<file path="config.mk">
export PLATFORM = sky130hd
export DESIGN_NAME = pei_drag_factor
export DESIGN_NICKNAME = d
export VERILOG_FILES = /design/src/rtl/core/pei_pkg.sv /design/src/rtl/core/pei_drag_factor.sv
export SDC_FILE = /design/constraint.sdc
export NUM_CORES = 1
export LEC_CHECK = 0
export BUFFER_PORTS_ARGS = -buffer_cell sky130_fd_sc_hd__buf_2
export CAP_MARGIN = 20
export CORE_MARGIN = 2
export CORE_UTILIZATION = 55
export DETAILED_ROUTE_END_ITERATION = 16
export PLACE_DENSITY = 0.72
export SETUP_SLACK_MARGIN = 0.02
export SYNTH_ARGS = -nofsm -noshare
export SYNTH_HDL_FRONTEND = slang
export SYNTH_SLANG_ARGS = --single-unit
</file>
<file path="constraint.sdc">
create_clock -name clk -period 22.1 [get_ports clk]
set_input_delay 4.42 -clock clk [delete_from_list [all_inputs] [get_ports clk]]
set_output_delay 4.42 -clock clk [all_outputs]
set_load 0.03 [all_outputs]
</file>
<file path="src/rtl/core/pei_pkg.sv">
`timescale 1ns / 1ps
// Shared types, widths and helpers for the particle Euler integrator.
// No dependencies; every other file in rtl/core uses this package.
package pei_pkg;

  // Default number of fraction bits of the fixed-point format.
  localparam int FRAC_BITS_DEF = 16;

  // Field widths of the item formats.
  localparam int AGE_W  = 31;
  localparam int VAL_W  = 32;
  localparam int DRAG_W = 31;
  localparam int DT_W   = 17;

  // Reset value of the time step register.
  localparam logic [DT_W-1:0] DT_RESET = 17'd1092;

  // Register stages from accepted item to result strobe.
  localparam int PIPE_DEPTH = 6;

  // One input item: a live particle record.
  typedef struct packed {
    logic        [AGE_W-1:0]  age_in;
    logic        [AGE_W-1:0]  lifetime;
    logic signed [VAL_W-1:0]  pos_x_in;
    logic signed [VAL_W-1:0]  pos_y_in;
    logic signed [VAL_W-1:0]  pos_z_in;
    logic signed [VAL_W-1:0]  vel_x_in;
    logic signed [VAL_W-1:0]  vel_y_in;
    logic signed [VAL_W-1:0]  vel_z_in;
    logic signed [VAL_W-1:0]  grav_x;
    logic signed [VAL_W-1:0]  grav_y;
    logic signed [VAL_W-1:0]  grav_z;
    logic        [DRAG_W-1:0] drag_coef;
  } in_item_t;

  // One result item: the advanced record.
  typedef struct packed {
    logic                    still_alive;
    logic        [AGE_W-1:0] age_out;
    logic signed [VAL_W-1:0] pos_x_out;
    logic signed [VAL_W-1:0] pos_y_out;
    logic signed [VAL_W-1:0] pos_z_out;
    logic signed [VAL_W-1:0] vel_x_out;
    logic signed [VAL_W-1:0] vel_y_out;
    logic signed [VAL_W-1:0] vel_z_out;
  } out_item_t;

  // Saturate a wide signed value to the signed 32-bit range.
  function automatic logic signed [VAL_W-1:0] sat32(input logic signed [63:0] x);
    logic signed [63:0] hi;
    logic signed [63:0] lo;
    hi = 64'sh0000_0000_7FFF_FFFF;
    lo = -64'sh0000_0000_8000_0000;
    if (x > hi) begin
      sat32 = hi[VAL_W-1:0];
    end else if (x < lo) begin
      sat32 = lo[VAL_W-1:0];
    end else begin
      sat32 = x[VAL_W-1:0];
    end
  endfunction

endpackage

</file>
<file path="src/rtl/core/pei_drag_factor.sv">
`timescale 1ns / 1ps
// Two-stage drag factor unit: k = max(0, 1 - floor(drag * dt)).
// Depends on pei_pkg for field widths.
module pei_drag_factor #(
  parameter int FRAC_BITS = pei_pkg::FRAC_BITS_DEF
) (
  input  logic                          clk,
  input  logic [pei_pkg::DRAG_W-1:0]    drag_coef,
  input  logic [pei_pkg::DT_W-1:0]      dt,
  output logic [FRAC_BITS:0]            k_factor
);

  localparam int DPW = pei_pkg::DRAG_W + pei_pkg::DT_W;
  localparam int KW  = FRAC_BITS + 1;
  localparam logic [DPW-1:0] ONE_EXT = DPW'(1) << FRAC_BITS;

  logic [DPW-1:0] dprod_r;
  logic [DPW-1:0] dsh;
  logic [KW-1:0]  k_nxt;
  logic [KW-1:0]  k_r;

  // Stage one: exact product of drag and time step.
  always_ff @(posedge clk) begin
    dprod_r <= DPW'(drag_coef) * DPW'(dt);
  end

  // Stage two: one minus the truncated product, clamped at zero.
  always_comb begin
    dsh = dprod_r >> FRAC_BITS;
    if (dsh > ONE_EXT) begin
      k_nxt = '0;
    end else begin
      k_nxt = KW'(ONE_EXT - dsh);
    end
  end

  always_ff @(posedge clk) begin
    k_r <= k_nxt;
  end

  assign k_factor = k_r;

endmodule

</file>
[Yosys cells after proc, flatten, opt, wreduce, memory -nomap -nowiden]
Index checks and enable logic that the tools add are counted.
Storage, ports and cells
  bits in registers: 65
  input bits: 49
  output and inout port bits: 17
  logic and storage cells: 5
Operators by class
  add/sub/neg operators: 1
  multipliers: 1
  magnitude comparators: 1
Operator list (number)
  31-bit by 17-bit multiplier with 48-bit output: 1
  32-bit by 17-bit greater-than comparator with 1-bit output (second input constant): 1
  17-bit subtractor (first input constant): 1

[Longest topological paths before layout]
  depth after elaboration: 1
  mapped depth: 25
  gate-level depth less buffers: 23

[Least setup slack after synthesis]
No wires, ideal clock.
  kind: input to register
  start point: input drag_coef[25] (netlist bit)
  end point: register dprod_r[47]
  setup time: 0.072 ns
  arrival: 10.052 ns
  required time: 22.028 ns
  slack: 11.976 ns
  stages on the path: 23
  path buffers: 3
  path through: clkbuf_1 clkbuf_1 nand2_1 fa_1 fa_1 fa_1 inv_1 fa_1 fa_1 inv_1 fa_1 inv_1 ha_1 clkbuf_1 a211oi_1 o21ai_0 a41oi_1 nor2_1 a211oi_1 o31ai_1 a211o_1 a21oi_1 xnor2_1
On the way
  longest elaborated chain between the ends: 1
Ends and longest elaborated chain
  start: declaration: line pei_drag_factor.sv:8  | input logic [pei_pkg::DRAG_W-1:0] drag_coef,
  31-bit by 17-bit multiplier with 48-bit output: line pei_drag_factor.sv:24  | dprod_r <= DPW'(drag_coef) * DPW'(dt);
  end signal: assignment: line pei_drag_factor.sv:24
  end: declaration: line pei_drag_factor.sv:17  | logic [DPW-1:0] dprod_r;
Every way passes these cells.
A chain may end at the register's enable or synchronous reset.

[Worst setup path in the final report]
  start point: input dt[11] (netlist bit)
  end point: register dprod_r[44]
On the way
  longest elaborated chain between the ends: 1
Ends and longest elaborated chain
  start: declaration: line pei_drag_factor.sv:9  | input logic [pei_pkg::DT_W-1:0] dt,
  31-bit by 17-bit multiplier with 48-bit output: line pei_drag_factor.sv:24
Every way passes these cells.

==> impl_metrics.tcl <==
set metrics [dict create \
    status "complete, no violations" \
    worstSetupStartpointType "primary input" \
    synth_flop_cell "dfxtp_1" \
    cp_max_fo 31 \
    antenna_found_initial 0 \
    clk_pin_slew_worst_paths_ns 0.07 \
    dr_total_vias 12956 \
    wl_per_cell_um 18.6 \
    required_ns 22.31 \
    yosys.area.top_type "fa_1" \
    hold_class "reg -> reg" \
    r2r_slack_ns 19.68 \
    cts_sinks 49 \
    finClkSkew_ns 0.00696 \
    clk_latency_ns 0.29 \
    maxSlewViolCount 0 \
    yosys.area.top_type_share_pct 49.3 \
    cts_setup_buffers 0 \
    setup_viol 0 \
    area.growth.synth_to_final_pct 3.42 \
    tightest_slew_ns 0.897 \
    worstReg2RegStart "dprod_r[16]" \
    yosysSeqAreaShare_pct 5.60 \
    yosys-top-cells-area "fa_1 49%, inv_1 9.9%, ha_1 8.6%" \
    cp-end-kind "register" \
    nets 2555 \
    hold_end "k_factor[16]" \
    min_period_ns 10.71 \
    cts-buffers-inserted 5 \
    ys_seq_elements 49 \
    synthesis.nets 2583 \
    syn_avg_cell_area_um2 8.85 \
    initial_core_util_pct 55.7 \
    io_pins 66 \
    cts_root_buf "clkbuf_16" \
    maxSlewHeadroom_pct 40.2 \
    hold_viol 0 \
    cts_resized 0 \
    reg2reg_to "k_factor[3]" \
    grt_overflow 0 \
    rsz0062_at_grt "no" \
    cap_violations 0 \
    drt-total-wl_um 43900 \
    synthCells 1981 \
    routabilityCongestion 0.870 \
    first_pass_iters 6 \
    ys_warn_count 0 \
    async_flop_share_pct 0 \
    core_mm2 0.0315 \
    die_h_um 183 \
    drive_above_1_share_pct 4.30 \
    yosysMostFrequentCell "inv_1" \
    netlist-cell-type-count 50 \
    grt_use_total_pct 28.6 \
    drc_errors 0 \
    drt-initial-drc-count 765 \
    grt_pass1_vias 14733 \
    dpl.hpwl_um 33400 \
    rows 65 \
    hold_path_depth 1 \
    grt_max_degree 32 \
    fin_setup_tns_ns 0 \
    crit_arrival_ns 10.92 \
    grt_pass1_wl_um 74300 \
    path_class "in -> reg" \
    die_area_mm2 0.0333 \
    via_per_inst 5.50 \
    finalCritPeriodShare_pct 48.4 \
    max_freq_ghz 0.0934 \
    max-clock-path-buffers 2 \
    antenna_cells 0 \
    portBuffers 65 \
    synth_area_mm2 0.0175 \
    fp.dieW_um 183 \
    cts_tree "built" \
    n_fill_cell 2848 \
    ant_nets 0 \
    hp-start "dprod_r[32]" \
    yosys-top-cells-count "462 x inv_1, 432 x fa_1, 358 x nand2_1" \
    startpoint "dt[11]" \
    htree_levels 2 \
    hold_buffers 0 \
    synth_edf_count 0 \
    rr_worst_depth 9 \
]
-- cell families after synthesis --
| family | share of synthesized area (%) |
|---|---|
| compound gates | 4.61 |
| xor+xnor | 2.30 |
| fa+ha+maj | 58.0 |
| buf+inv | 12.0 |
| flops | 5.60 |
| simple gates | 17.5 |
-- metrics by stage --
step | area (µm²) | cells | util (%) | hold WS (ns) | setup slack [ns]
2_1_floorplan | 17500 | 1981 | - | 0.399 | 11.98
3_3_place_gp | 18000 | 2348 | 57.1 | 0.420 | 11.34
3_5_place_dp | 18000 | 2348 | 57.1 | 0.426 | 11.25
4_1_cts | 18100 | 2356 | 57.6 | 0.429 | 11.54
5_1_grt | 18100 | 2356 | 57.6 | 0.452 | 11.19
6_report | 18100 | 2356 | 57.6 | 0.422 | 11.39
-- flip-flops by register name, indices dropped and copies added (netlist names) --
| register | count |
|---|---|
| k_factor | 17 |
| dprod_r | 32 |
-- worst max-delay path by stage --
| stage | to | slack (ns) | cells after the start |
|---|---|---|---|
| finish | dprod_r[44] | 11.39 | 20 |
| CTS | dprod_r[44] | 11.54 | 18 |
| global route | dprod_r[47] | 11.19 | 21 |
| global placement | dprod_r[44] | 11.34 | 18 |
| detailed placement | dprod_r[44] | 11.25 | 18 |
| floorplan | dprod_r[47] | 11.98 | 23 |
-- critical path, cell delays in order --
cell and delay [ns]:
buf_2 0.68, nand2_1 0.18, fa_1 0.57, inv_1 0.05, fa_1 0.61, fa_1 0.45
fa_1 0.46, fa_1 0.49, inv_1 0.05, fa_1 0.47, inv_1 0.04, ha_1 0.38
a21oi_1 0.31, o21ai_0 0.19, nor2_1 0.13, a21oi_1 0.17, a41oi_1 0.51, o31ai_1 0.17
a221oi_1 0.40, xnor2_1 0.17
-- cell usage in the layout (no fill, tap or decap), types with 3 or more instances in the layout --
cell type	Yosys	routed
inv_1	462	462
fa_1	432	432
nand2_1	358	358
and2_1	201	201
ha_1	121	121
buf_2	0	65
dfxtp_1	49	49
nor2_1	42	42
a21oi_1	42	42
xor2_1	26	26
o21ai_0	22	22
xnor2_1	20	20
a21o_1	17	17
nand4_1	10	10
nor3_1	8	8
nand3_1	7	7
and3_1	5	5
clkbuf_16	0	5
a211oi_1	4	4
o21bai_1	4	4
nor2b_1	4	4
nand2b_1	4	4
nor4_1	4	4
a31oi_1	3	3
o31ai_1	3	3
-- area by class of cell --
type,instances,area [µm²],share of cell area (%)
Clock buffer,5,125,0.690
Sequential cell,49,981,5.41
Tap cell,402,503,2.77
Timing Repair Buffer,65,325,1.79
Clock inverter,3,21.3,0.117
Multi-Input combinational cell,1370,14400,79.6
Inverter,462,1730,9.57
-- routing by layer --
| metal | share of wire, % | GRT usage (%) | vias up |
|---|---|---|---|
| met5 | 0 | 0 | - |
| met4 | 4.5 | 11.1 | 0 |
| met3 | 7.0 | 3.07 | 143 |
| met2 | 51 | 52.1 | 544 |
| met1 | 37 | 34.8 | 6594 |
| li1 | - | - | 5675 |
Power is not shown: default switching activity piles up to over one toggle a cycle in this logic, so the estimate is an artifact.
